===== config.mk =====
export PLATFORM = sky130hd
export DESIGN_NAME = cascade_tail_collision_check_top_flat
export DESIGN_NICKNAME = d
export VERILOG_FILES = /design/src/ctcc_pkg.sv /design/src/ctcc_cand_if.sv /design/src/ctcc_res_if.sv /design/src/cascade_tail_collision_check_top.sv /design/src/flat_wrapper.sv
export SDC_FILE = /design/constraint.sdc
export NUM_CORES = 2
export LEC_CHECK = 0
export BUFFER_PORTS_ARGS = -buffer_cell sky130_fd_sc_hd__clkbuf_2
export CORE_MARGIN = 2
export CORE_UTILIZATION = 40
export DETAILED_ROUTE_END_ITERATION = 16
export PLACE_DENSITY_LB_ADDON = 0.05
export SYNTH_ARGS = -nofsm -noshare
export SYNTH_HDL_FRONTEND = slang
export SYNTH_SLANG_ARGS = --single-unit

===== constraint.sdc =====
create_clock -name clk -period 14.1 [get_ports clk]
set_input_delay 0.705 -clock clk [delete_from_list [all_inputs] [get_ports clk]]
set_output_delay 0.705 -clock clk [all_outputs]
set_load 0.02 [all_outputs]

===== src/ctcc_pkg.sv =====
// shared constants, types and helpers for the reduced-width sha-256 tail collision check
// no dependencies; used by the channel interfaces and the top level
package ctcc_pkg;

  // default datapath word width and fixed port field widths
  localparam int WORD_BITS_DEF = 6;
  localparam int FIELD_BITS    = 6;
  localparam int STATE_BITS    = 48;
  localparam int SCHED_BITS    = 42;
  localparam int CFG_DATA_BITS = 48;
  localparam int CFG_IDX_BITS  = 2;

  // seven rounds in the tail, the first four take a candidate word
  localparam int NROUND = 7;
  localparam int NCAND  = 4;

  typedef logic [FIELD_BITS-1:0] field_t;

  // configuration register indexes
  typedef enum logic [CFG_IDX_BITS-1:0] {
    REG_FIRST_STATE  = 2'd0,
    REG_SECOND_STATE = 2'd1,
    REG_FIRST_SCHED  = 2'd2,
    REG_SECOND_SCHED = 2'd3
  } reg_idx_t;

  // full 32-bit round constants for rounds 57 to 63
  localparam logic [31:0] K_TAIL [NROUND] = '{
    32'h78a5636f, 32'h84c87814, 32'h8cc70208, 32'h90befffa,
    32'ha4506ceb, 32'hbef9a3f7, 32'hc67178f2
  };

  // 32-bit rotate amount scaled to word width w, ties to even, at least 1
  function automatic int scaled(int k32, int w);
    int q;
    int r;
    int rem;
    q   = k32 * w;
    r   = q >> 5;
    rem = q & 31;
    if (rem > 16 || (rem == 16 && (r & 1) == 1)) begin
      r = r + 1;
    end
    if (r < 1) begin
      r = 1;
    end
    return r;
  endfunction

endpackage


===== src/ctcc_cand_if.sv =====
// candidate request channel: four first-message words for rounds 57 to 60
// depends on ctcc_pkg for the field type
interface ctcc_cand_if;
  logic              valid;
  logic              ready;
  ctcc_pkg::field_t  cand_word_57;
  ctcc_pkg::field_t  cand_word_58;
  ctcc_pkg::field_t  cand_word_59;
  ctcc_pkg::field_t  cand_word_60;

  modport source (output valid, cand_word_57, cand_word_58, cand_word_59, cand_word_60,
                  input ready);
  modport sink   (input valid, cand_word_57, cand_word_58, cand_word_59, cand_word_60,
                  output ready);
endinterface


===== src/ctcc_res_if.sv =====
// result request channel: collision flag and the four derived second-message words
// depends on ctcc_pkg for the field type
interface ctcc_res_if;
  logic              valid;
  logic              ready;
  logic              collided;
  ctcc_pkg::field_t  partner_word_57;
  ctcc_pkg::field_t  partner_word_58;
  ctcc_pkg::field_t  partner_word_59;
  ctcc_pkg::field_t  partner_word_60;

  modport source (output valid, collided, partner_word_57, partner_word_58,
                  partner_word_59, partner_word_60, input ready);
  modport sink   (input valid, collided, partner_word_57, partner_word_58,
                  partner_word_59, partner_word_60, output ready);
endinterface


===== src/cascade_tail_collision_check_top.sv =====
// Tail collision checker for SHA-256 rounds 57 to 63 on a WORD_BITS-bit word. Load both
// round-57 states and both sets of earlier schedule words through the cfg port while the
// block is idle, then stream candidates. Each candidate runs through one register stage
// per round (seven) plus a compare/output stage: one request is accepted every cycle unless
// a stalled result has filled every stage, and results leave in the order of acceptance.
// Stages advance independently, so a stalled result still lets bubbles behind it fill.
// depends on ctcc_pkg, ctcc_cand_if and ctcc_res_if
module cascade_tail_collision_check_top #(
  parameter int WORD_BITS = ctcc_pkg::WORD_BITS_DEF
) (
  input  logic                                clk,
  input  logic                                rst,
  input  logic                                cfg_we,
  input  logic [ctcc_pkg::CFG_IDX_BITS-1:0]   cfg_index,
  input  logic [ctcc_pkg::CFG_DATA_BITS-1:0]  cfg_data,
  ctcc_cand_if.sink                           cand,
  ctcc_res_if.source                          res
);

  localparam int NROUND = ctcc_pkg::NROUND;
  localparam int NCAND  = ctcc_pkg::NCAND;

  // rotate and shift amounts scaled to the word width
  localparam int RB0_A = ctcc_pkg::scaled(2, WORD_BITS) % WORD_BITS;
  localparam int RB0_B = ctcc_pkg::scaled(13, WORD_BITS) % WORD_BITS;
  localparam int RB0_C = ctcc_pkg::scaled(22, WORD_BITS) % WORD_BITS;
  localparam int RB1_A = ctcc_pkg::scaled(6, WORD_BITS) % WORD_BITS;
  localparam int RB1_B = ctcc_pkg::scaled(11, WORD_BITS) % WORD_BITS;
  localparam int RB1_C = ctcc_pkg::scaled(25, WORD_BITS) % WORD_BITS;
  localparam int RS0_A = ctcc_pkg::scaled(7, WORD_BITS) % WORD_BITS;
  localparam int RS0_B = ctcc_pkg::scaled(18, WORD_BITS) % WORD_BITS;
  localparam int SH_S0 = ctcc_pkg::scaled(3, WORD_BITS);
  localparam int RS1_A = ctcc_pkg::scaled(17, WORD_BITS) % WORD_BITS;
  localparam int RS1_B = ctcc_pkg::scaled(19, WORD_BITS) % WORD_BITS;
  localparam int SH_S1 = ctcc_pkg::scaled(10, WORD_BITS);

  typedef logic [WORD_BITS-1:0] word_t;
  typedef word_t [7:0] state_t;

  // per-stage payload: both running states, both word sets, round-61 schedule words
  typedef struct packed {
    state_t           s1;
    state_t           s2;
    word_t [NCAND-1:0] w1;
    word_t [NCAND-1:0] w2;
    word_t            g1;
    word_t            g2;
  } pipe_t;

  // round primitives
  function automatic word_t rotr(word_t x, int k);
    return word_t'((x >> k) | (x << (WORD_BITS - k)));
  endfunction

  function automatic word_t bsig0(word_t a);
    return rotr(a, RB0_A) ^ rotr(a, RB0_B) ^ rotr(a, RB0_C);
  endfunction

  function automatic word_t bsig1(word_t e);
    return rotr(e, RB1_A) ^ rotr(e, RB1_B) ^ rotr(e, RB1_C);
  endfunction

  function automatic word_t ssig0(word_t x);
    return rotr(x, RS0_A) ^ rotr(x, RS0_B) ^ word_t'(x >> SH_S0);
  endfunction

  function automatic word_t ssig1(word_t x);
    return rotr(x, RS1_A) ^ rotr(x, RS1_B) ^ word_t'(x >> SH_S1);
  endfunction

  function automatic word_t t1p(state_t s, word_t k);
    word_t ch;
    ch = (s[4] & s[5]) ^ (~s[4] & s[6]);
    return word_t'(s[7] + bsig1(s[4]) + ch + k);
  endfunction

  function automatic word_t t2p(state_t s);
    word_t mj;
    mj = (s[0] & s[1]) ^ (s[0] & s[2]) ^ (s[1] & s[2]);
    return word_t'(bsig0(s[0]) + mj);
  endfunction

  function automatic state_t do_round(state_t s, word_t k, word_t w);
    state_t o;
    word_t  t1;
    t1   = word_t'(t1p(s, k) + w);
    o[7] = s[6];
    o[6] = s[5];
    o[5] = s[4];
    o[4] = word_t'(s[3] + t1);
    o[3] = s[2];
    o[2] = s[1];
    o[1] = s[0];
    o[0] = word_t'(t1 + t2p(s));
    return o;
  endfunction

  function automatic word_t word_at(logic [63:0] p, int i);
    return p[i*WORD_BITS +: WORD_BITS];
  endfunction

  // configuration registers
  logic [ctcc_pkg::STATE_BITS-1:0] first_state;
  logic [ctcc_pkg::STATE_BITS-1:0] second_state;
  logic [ctcc_pkg::SCHED_BITS-1:0] first_sched;
  logic [ctcc_pkg::SCHED_BITS-1:0] second_sched;

  always_ff @(posedge clk) begin
    if (rst) begin
      first_state  <= '0;
      second_state <= '0;
      first_sched  <= '0;
      second_sched <= '0;
    end else if (cfg_we) begin
      case (cfg_index)
        ctcc_pkg::REG_FIRST_STATE:  first_state  <= ctcc_pkg::STATE_BITS'(cfg_data);
        ctcc_pkg::REG_SECOND_STATE: second_state <= ctcc_pkg::STATE_BITS'(cfg_data);
        ctcc_pkg::REG_FIRST_SCHED:  first_sched  <= ctcc_pkg::SCHED_BITS'(cfg_data);
        ctcc_pkg::REG_SECOND_SCHED: second_sched <= ctcc_pkg::SCHED_BITS'(cfg_data);
        default: ;
      endcase
    end
  end

  // zero-extended views so words past the packed width read as zero
  logic [63:0] fst_x, sst_x, fsc_x, ssc_x;
  assign fst_x = 64'(first_state);
  assign sst_x = 64'(second_state);
  assign fsc_x = 64'(first_sched);
  assign ssc_x = 64'(second_sched);

  // stage entry payload built from the request and the preloaded states
  pipe_t init_p;
  always_comb begin
    init_p    = '0;
    for (int i = 0; i < 8; i++) begin
      init_p.s1[i] = word_at(fst_x, i);
      init_p.s2[i] = word_at(sst_x, i);
    end
    init_p.w1[0] = word_t'(cand.cand_word_57);
    init_p.w1[1] = word_t'(cand.cand_word_58);
    init_p.w1[2] = word_t'(cand.cand_word_59);
    init_p.w1[3] = word_t'(cand.cand_word_60);
  end

  // round stage registers and per-stage flow control
  pipe_t pipe_q    [NROUND];
  logic  vld       [NROUND];
  logic  stage_rdy [NROUND];
  logic  out_rdy;

  genvar j;
  generate
    for (j = 0; j < NROUND; j++) begin : g_round
      localparam word_t KW = word_t'(ctcc_pkg::K_TAIL[j]);
      pipe_t prev, upd, nxt;
      logic  prev_vld;
      word_t wa, wb;

      // stage input: request port or previous stage
      if (j == 0) begin : g_src_in
        assign prev     = init_p;
        assign prev_vld = cand.valid;
      end else begin : g_src_pipe
        assign prev     = pipe_q[j-1];
        assign prev_vld = vld[j-1];
      end

      // message words for this round
      if (j < NCAND) begin : g_msg
        // partner word cancels the a-register difference
        always_comb begin
          upd       = prev;
          wa        = prev.w1[j];
          wb        = word_t'(wa + t1p(prev.s1, KW) - t1p(prev.s2, KW)
                             + t2p(prev.s1) - t2p(prev.s2));
          upd.w2[j] = wb;
        end
      end else if (j == NCAND) begin : g_sched61
        always_comb begin
          upd    = prev;
          wa     = word_t'(ssig1(prev.w1[2]) + word_at(fsc_x, 4)
                           + ssig0(word_at(fsc_x, 1)) + word_at(fsc_x, 0));
          wb     = word_t'(ssig1(prev.w2[2]) + word_at(ssc_x, 4)
                           + ssig0(word_at(ssc_x, 1)) + word_at(ssc_x, 0));
          upd.g1 = wa;
          upd.g2 = wb;
        end
      end else if (j == NCAND + 1) begin : g_sched62
        always_comb begin
          upd = prev;
          wa  = word_t'(ssig1(prev.w1[3]) + word_at(fsc_x, 5)
                        + ssig0(word_at(fsc_x, 2)) + word_at(fsc_x, 1));
          wb  = word_t'(ssig1(prev.w2[3]) + word_at(ssc_x, 5)
                        + ssig0(word_at(ssc_x, 2)) + word_at(ssc_x, 1));
        end
      end else begin : g_sched63
        always_comb begin
          upd = prev;
          wa  = word_t'(ssig1(prev.g1) + word_at(fsc_x, 6)
                        + ssig0(word_at(fsc_x, 3)) + word_at(fsc_x, 2));
          wb  = word_t'(ssig1(prev.g2) + word_at(ssc_x, 6)
                        + ssig0(word_at(ssc_x, 3)) + word_at(ssc_x, 2));
        end
      end

      // both rounds side by side
      always_comb begin
        nxt    = upd;
        nxt.s1 = do_round(prev.s1, KW, wa);
        nxt.s2 = do_round(prev.s2, KW, wb);
      end

      // a stage takes new data when empty or when its successor takes its data
      if (j == NROUND - 1) begin : g_rdy_last
        assign stage_rdy[j] = !vld[j] || out_rdy;
      end else begin : g_rdy_mid
        assign stage_rdy[j] = !vld[j] || stage_rdy[j+1];
      end

      always_ff @(posedge clk) begin
        if (rst) begin
          vld[j] <= 1'b0;
        end else if (stage_rdy[j]) begin
          vld[j] <= prev_vld;
        end
      end

      always_ff @(posedge clk) begin
        if (stage_rdy[j] && prev_vld) begin
          pipe_q[j] <= nxt;
        end
      end
    end
  endgenerate

  assign cand.ready = stage_rdy[0];

  // final compare and output register
  logic                   out_vld;
  logic                   collided;
  ctcc_pkg::field_t [3:0] partner;

  assign out_rdy = !out_vld || res.ready;

  always_ff @(posedge clk) begin
    if (rst) begin
      out_vld <= 1'b0;
    end else if (out_rdy) begin
      out_vld <= vld[NROUND-1];
    end
  end

  always_ff @(posedge clk) begin
    if (out_rdy && vld[NROUND-1]) begin
      collided <= (pipe_q[NROUND-1].s1 == pipe_q[NROUND-1].s2);
      for (int i = 0; i < NCAND; i++) begin
        partner[i] <= ctcc_pkg::field_t'(pipe_q[NROUND-1].w2[i]);
      end
    end
  end

  assign res.valid           = out_vld;
  assign res.collided        = collided;
  assign res.partner_word_57 = partner[0];
  assign res.partner_word_58 = partner[1];
  assign res.partner_word_59 = partner[2];
  assign res.partner_word_60 = partner[3];

`ifndef NO_ASSERTIONS
  // an accepted request lands in the first round stage
  a_enter: assert property (@(posedge clk) disable iff (rst)
    cand.valid && cand.ready |=> vld[0])
    else $error("accepted request did not enter the first stage");

  // the port only pushes back when every round stage is occupied
  a_full: assert property (@(posedge clk) disable iff (rst)
    !cand.ready |-> vld[0] && vld[1] && vld[2] && vld[3] && vld[4] && vld[5] && vld[6])
    else $error("request refused while a stage was empty");

  // a blocked middle stage keeps its item intact
  a_hold: assert property (@(posedge clk) disable iff (rst)
    vld[3] && !stage_rdy[3] |=> vld[3] && $stable(pipe_q[3]))
    else $error("stalled stage lost or changed its item");

  // a blocked result stays in place
  a_out_hold: assert property (@(posedge clk) disable iff (rst)
    out_vld && !res.ready |=> out_vld && $stable(collided) && $stable(partner))
    else $error("stalled result changed");
`endif

endmodule

===== src/flat_wrapper.sv =====
// flat-port wrapper written by rule: the top's interface ports become plain ports
module cascade_tail_collision_check_top_flat 
#(
  parameter int WORD_BITS = ctcc_pkg::WORD_BITS_DEF
)
  (clk, rst, cfg_we, cfg_index, cfg_data, cand_valid, cand_cand_word_57, cand_cand_word_58, cand_cand_word_59, cand_cand_word_60, cand_ready, res_valid, res_collided, res_partner_word_57, res_partner_word_58, res_partner_word_59, res_partner_word_60, res_ready);
  ctcc_cand_if cand_i ();
  ctcc_res_if res_i ();
  input  logic clk;
  input  logic rst;
  input  logic cfg_we;
  input  logic [ctcc_pkg::CFG_IDX_BITS-1:0] cfg_index;
  input  logic [ctcc_pkg::CFG_DATA_BITS-1:0] cfg_data;
  input wire logic [$bits(cand_i.valid)-1:0] cand_valid;
  input wire logic [$bits(cand_i.cand_word_57)-1:0] cand_cand_word_57;
  input wire logic [$bits(cand_i.cand_word_58)-1:0] cand_cand_word_58;
  input wire logic [$bits(cand_i.cand_word_59)-1:0] cand_cand_word_59;
  input wire logic [$bits(cand_i.cand_word_60)-1:0] cand_cand_word_60;
  output wire logic [$bits(cand_i.ready)-1:0] cand_ready;
  output wire logic [$bits(res_i.valid)-1:0] res_valid;
  output wire logic [$bits(res_i.collided)-1:0] res_collided;
  output wire logic [$bits(res_i.partner_word_57)-1:0] res_partner_word_57;
  output wire logic [$bits(res_i.partner_word_58)-1:0] res_partner_word_58;
  output wire logic [$bits(res_i.partner_word_59)-1:0] res_partner_word_59;
  output wire logic [$bits(res_i.partner_word_60)-1:0] res_partner_word_60;
  input wire logic [$bits(res_i.ready)-1:0] res_ready;
  assign cand_i.valid = cand_valid;
  assign cand_i.cand_word_57 = cand_cand_word_57;
  assign cand_i.cand_word_58 = cand_cand_word_58;
  assign cand_i.cand_word_59 = cand_cand_word_59;
  assign cand_i.cand_word_60 = cand_cand_word_60;
  assign cand_ready = cand_i.ready;
  assign res_valid = res_i.valid;
  assign res_collided = res_i.collided;
  assign res_partner_word_57 = res_i.partner_word_57;
  assign res_partner_word_58 = res_i.partner_word_58;
  assign res_partner_word_59 = res_i.partner_word_59;
  assign res_partner_word_60 = res_i.partner_word_60;
  assign res_i.ready = res_ready;
  cascade_tail_collision_check_top #(.WORD_BITS(WORD_BITS)) u_core (.clk(clk), .rst(rst), .cfg_we(cfg_we), .cfg_index(cfg_index), .cfg_data(cfg_data), .cand(cand_i), .res(res_i));
endmodule

* Yosys cells after proc, flatten, opt, wreduce, memory -nomap -nowiden
Memories as Yosys holds them, arrays and structs flattened.
Cells that the tools add are included.
** Word-level totals
- Register bits after elaboration :: 206
- Bits of input ports :: 79
- Memories kept :: 2
- Bits in writable memories :: 1099
** Operators by class
- Reductions and logical operators :: 29
- Bitwise operators :: 321
- Multiplexer cells :: 44
- $add $sub $neg :: 128
- Equality and inequality tests :: 4
** Memory list
- u_core.pipe_q :: depth 7, bits a word 156, read ports 7, clocked after Yosys merged registers in 0, wr ports 7, RTL line cascade_tail_collision_check_top.sv:147 : pipe_t pipe_q [NROUND];
- u_core.vld :: depth 7, bits a word 1, read ports 7, clocked after Yosys merged registers in 0, wr ports 7, RTL line cascade_tail_collision_check_top.sv:148 : logic vld [NROUND];
** Operators with widths (number)
- $xor 6x6->6 :: 110
- $add 6x6->6 :: 106
- $and 6x6->6 :: 70
- $or 5x6->6 :: 34
- $or 4x6->6 :: 28
- $or 2x6->6 :: 20
- $not 6->6 :: 14
- $or 1x6->6 :: 14
- $or 3x6->6 :: 12
- $add 6x6->6 const B :: 10
- $eq 48x48->1 :: 1
- $sub 6x6->6 :: 8
- $mux 1 :: 44
- $xor 6x4->6 :: 6
- $xor 6x5->6 :: 6
- $add 6x4->6 const B :: 2
- $add 6x5->6 const B :: 2
- $logic_and 1x1->1 :: 8
- $logic_not 1->1 :: 8
- $logic_or 1x1->1 :: 8
- $reduce_and 2->1 :: 4
- $or 1x1->1 :: 7
- $eq 2x2->1 const B :: 2
- $eq 2x1->1 const B :: 1
- $logic_not 2->1 :: 1

* Depth between registers and ports, before layout
- Depth after elaboration :: 13
- Depth in mapped cells :: 25
- Gate-level depth less buffers :: 25

* Worst setup path after synthesis
OpenSTA, ideal clock, no wires.
- Path kind :: input to register
- Start :: input port res_ready
- End :: memory u_core.pipe_q[5][0] (netlist name) (enable)
- Setup slack :: 6.615 ns
- Cell stages on the path :: 3
- Arrival :: 6.844 ns
- Library setup time :: 0.641 ns
- Required time :: 13.459 ns
- Cell sequence :: nor2b_1 and3_1 nor2b_1
** RTL lines
- start, declared :: RTL line flat_wrapper.sv:26 : input wire logic [$bits(res_i.ready)-1:0] res_ready;
- end, declared :: RTL line cascade_tail_collision_check_top.sv:147

==> results by group <==
Clock tree
  – Clk sink count: about 1100
  – Post-CTS Setup Repair Bufs: 0
  – CTS Buffer Depth: 3
  – CTS Hold Bufs: 0
  – Max H-tree Level: 4
  – Post-cts sizing count: 0
  – Root Buffer: clkbuf_16
  – Cts bufs inserted: 131
  – Clock Latency Late Sink: 0.78 ns
  – CTS clock-pin slew for the worst setup and hold paths: 0.06 ns
  – CTS tree: done

Die
  – Rows: 138
  – Die footprint: 145000 um^2
  – Die H: 380.8 um
  – Initial Utilization: 0.4020
  – Core box area: 141200 um^2
  – Die X: around 380 um
  – Top Ports: between 100 and 150

Timing
  – Max-slew headroom: 0.2910
  – Fmax achieved: between 0.15 and 0.2 GHz
  – RSZ-0062 raised after global routing: false
  – Slew of the pin with the lowest slew margin: approximately 1.1 ns
  – Final Setup Violations: 0
  – Clock skew after layout: approximately 0.031 ns
  – Min Tclk post-route: ~6.5 ns
  – Period utilisation layout: 0.4625
  – Final-report max-slew violation count: 0
  – Post-route setup TNS: 0 ns
  – Final Hold Vio Count: 0

Routing
  – Vias per std cell: 4.746
  – Post-route DRC: 0
  – Final ANT Viol Nets: 0
  – Vias: roughly 30000
  – Pre-Repair DR Iteration Count: 5
  – Avg WL per Cell: ~24 um
  – DRT iter0 DRCs: approximately 1900
  – Total length of routed wires: around 150000 um

Placed design
  – Dpl hpwl: ~120000 um
  – GPL Wtd Cong: approximately 0.84
  – Port Buffers: about 110

Setup path
  – Most frequent CP cell: fa_1
  – CP arrival: 7.01 ns
  – CP peak stage delay: 0.56 ns
  – Crit end category: flip-flop
  – CP cell instances: xnor2_1 -> xnor2_1 -> fa_1 -> fa_1 -> ha_1 -> fa_1 -> inv_1 -> fa_1 -> fa_1 -> inv_1 -> ha_1 -> ha_1 -> a21o_1 -> a21oi_1 -> xnor2_1 -> inv_1 -> fa_1 -> inv_1 -> ha_1 -> a21oi_1 -> xnor2_1 -> xnor2_1
  – WS Path Type: flip-flop to flip-flop
  – Critical path's slowest cell: fa_1
  – Critical Path Start Type: flip-flop
  – Crit-path max FO: 3
  – Critical Path RT: 14.59 ns

Job
  – Max cap viols: 0

Cells and area
  – Share of layout cells above drive strength 1: 0.08466
  – Final #Nets: ~5100
  – Area growth from synthesis to layout: 12.48%

Synthesis
  – Mapped Nets: a little under 5000
  – Synth Area in Adders: 0.1949
  – #FFs+latches synth: between 1000 and 1500
  – Number of synthesized flops with an enable pin: slightly above 900
  – Largest area contributor in the netlist: edfxtp_1
  – Xor/xnor cell area share of the yosys netlist: 0.1165
  – Primary FF master, synth: edfxtp_1
  – Synth top area share: 0.4866
  – Largest family of logic cells by synthesized area: adder cells
  – Syn Area/Cell: ~14 um^2
  – Seq/Total Area, Yosys: 0.5504
  – Top cells by area, synth: edfxtp_1 (49%), fa_1 (11%), xnor2_1 (8.0%)
  – Synth Area in Simple Gates: 0.03200
  – Synth unique cells: 40
  – Mapped Area: between 50000 and 60000 um^2
  – Synth cell count leaders: edfxtp_1 (920), xnor2_1 (516), inv_1 (508), nand2_1 (366), ha_1 (358)
  – Mapped Cells: roughly 4200
  – Post-synthesis compound-gate area fraction: 0.05209
  – Fraction of registers with async set/reset: 0
  – Multiplexer share of the synthesized area: 0.01549
  – Count leader, synth: edfxtp_1
  – Syn. warnings: 0

Run status
  – Outcome: finished, final reports clean

Global routing
  – Initial antenna violation count: 15
  – Gr usage total: 0.2126
  – Overflow after GRT: 0
  – Vias in the first global route: ~32000
  – Pin count of the biggest net entering global routing: between 100 and 150
  – First-pass GRT wire length: between 200000 and 250000 um

Worst hold path
  – Worst hold path type: input pin to flip-flop
[cells by family (layout without fill, tap and decap cells)]
family,count (synthesis),count (layout)
other,0,2
flip-flops,1101,1101
multiplexers,84,84
adder cells (fa/ha/maj),718,718
buffers and inverters,584,872
AO/OA/AOI/OAI,511,511
AND/OR/NAND/NOR,443,443
XOR/XNOR,736,736
[per-layer routing]
metal	routed length [um]	vias to the layer above	GRT usage
li1	-	14530	-
met1	68170	14940	0.2850
met2	75150	536	0.3642
met3	4954	163	0.02923
met4	3168	0	0.05175
met5	0	-	0
[cell type report]
class | instances | area [um^2]
timing repair buffer | 126 | 701.9
fill | 13070 | 77380
clock buffer | 166 | 3481
inverter | 508 | 1907
tap | 1890 | 2365
clock inverter | 72 | 764.5
antenna | 2 | 5.005
multi-input combinational | 2492 | 23390
sequential | 1101 | 31250
[stage by stage]
step / instances / instance area [um^2] / hold WS [ns] / utilization / worst slack, ns
final: 6357 / 63860 / 0.1027 / 0.4522 / 7.579
after global routing: 6355 / 63860 / 0.05231 / 0.4521 / 7.196
after detailed placement: 6117 / 59610 / 0.4045 / 0.4221 / 7.474
after global placement: 6117 / 59610 / 0.4013 / 0.4221 / 7.615
after CTS: 6355 / 63860 / 0.03873 / 0.4521 / 7.466
after floorplan: 4177 / 56780 / 0.4003 / - / 6.615
[worst max-delay path, delay by kind of cell, from the launching register on]
family | cells | cell delay, ns
XOR/XNOR | 5 | 0.88
flip-flops | 1 | 0.44
adder cells (fa/ha/maj) | 10 | 4.16
AO/OA/AOI/OAI | 3 | 0.51
buffers and inverters | 4 | 0.27
[registers in the layout, indices dropped and copies added (netlist names)]
name and flops:
u_core.vld 7, u_core.res.collided 1, u_core.res.partner_word_60 6, u_core.res.valid 1
u_core.res.partner_word_59 6, u_core.second_sched 42, u_core.res.partner_word_58 6, u_core.second_state 48
u_core.pipe_q 888, u_core.res.partner_word_57 6, u_core.first_state 48, u_core.first_sched 42
[worst paths after layout]
check / end / cells past startpoint / start / slack (ns)
max reg2reg: u_core.pipe_q[4][65] / 22 / u_core.pipe_q[3][28] / 7.58
min: u_core.pipe_q[0][43] / 1 / cand_cand_word_58[1] / 0.10
max: u_core.pipe_q[4][65] / 22 / u_core.pipe_q[3][28] / 7.58
min reg2reg: u_core.pipe_q[5][5] / 0 / u_core.pipe_q[4][5] / 0.41
[layout by cell type, fill, tap and decap left out, types with 29 or more instances in the layout]
cell       count
inv_1        508
xor2_1       199
edfxtp_1     920
nand2_1      366
a21oi_1      325
maj3_1        62
clkbuf_1      29
o21bai_1      35
a21o_1       120
mux2_2        31
fa_1         298
xnor2_1      516
clkbuf_2     104
mux2i_1       53
clkbuf_16    132
dfxtp_1      181
ha_1         358
Power is left out: the tool's default activity adds up to more than one toggle a clock period on the data nets, which glitch-free logic cannot reach.
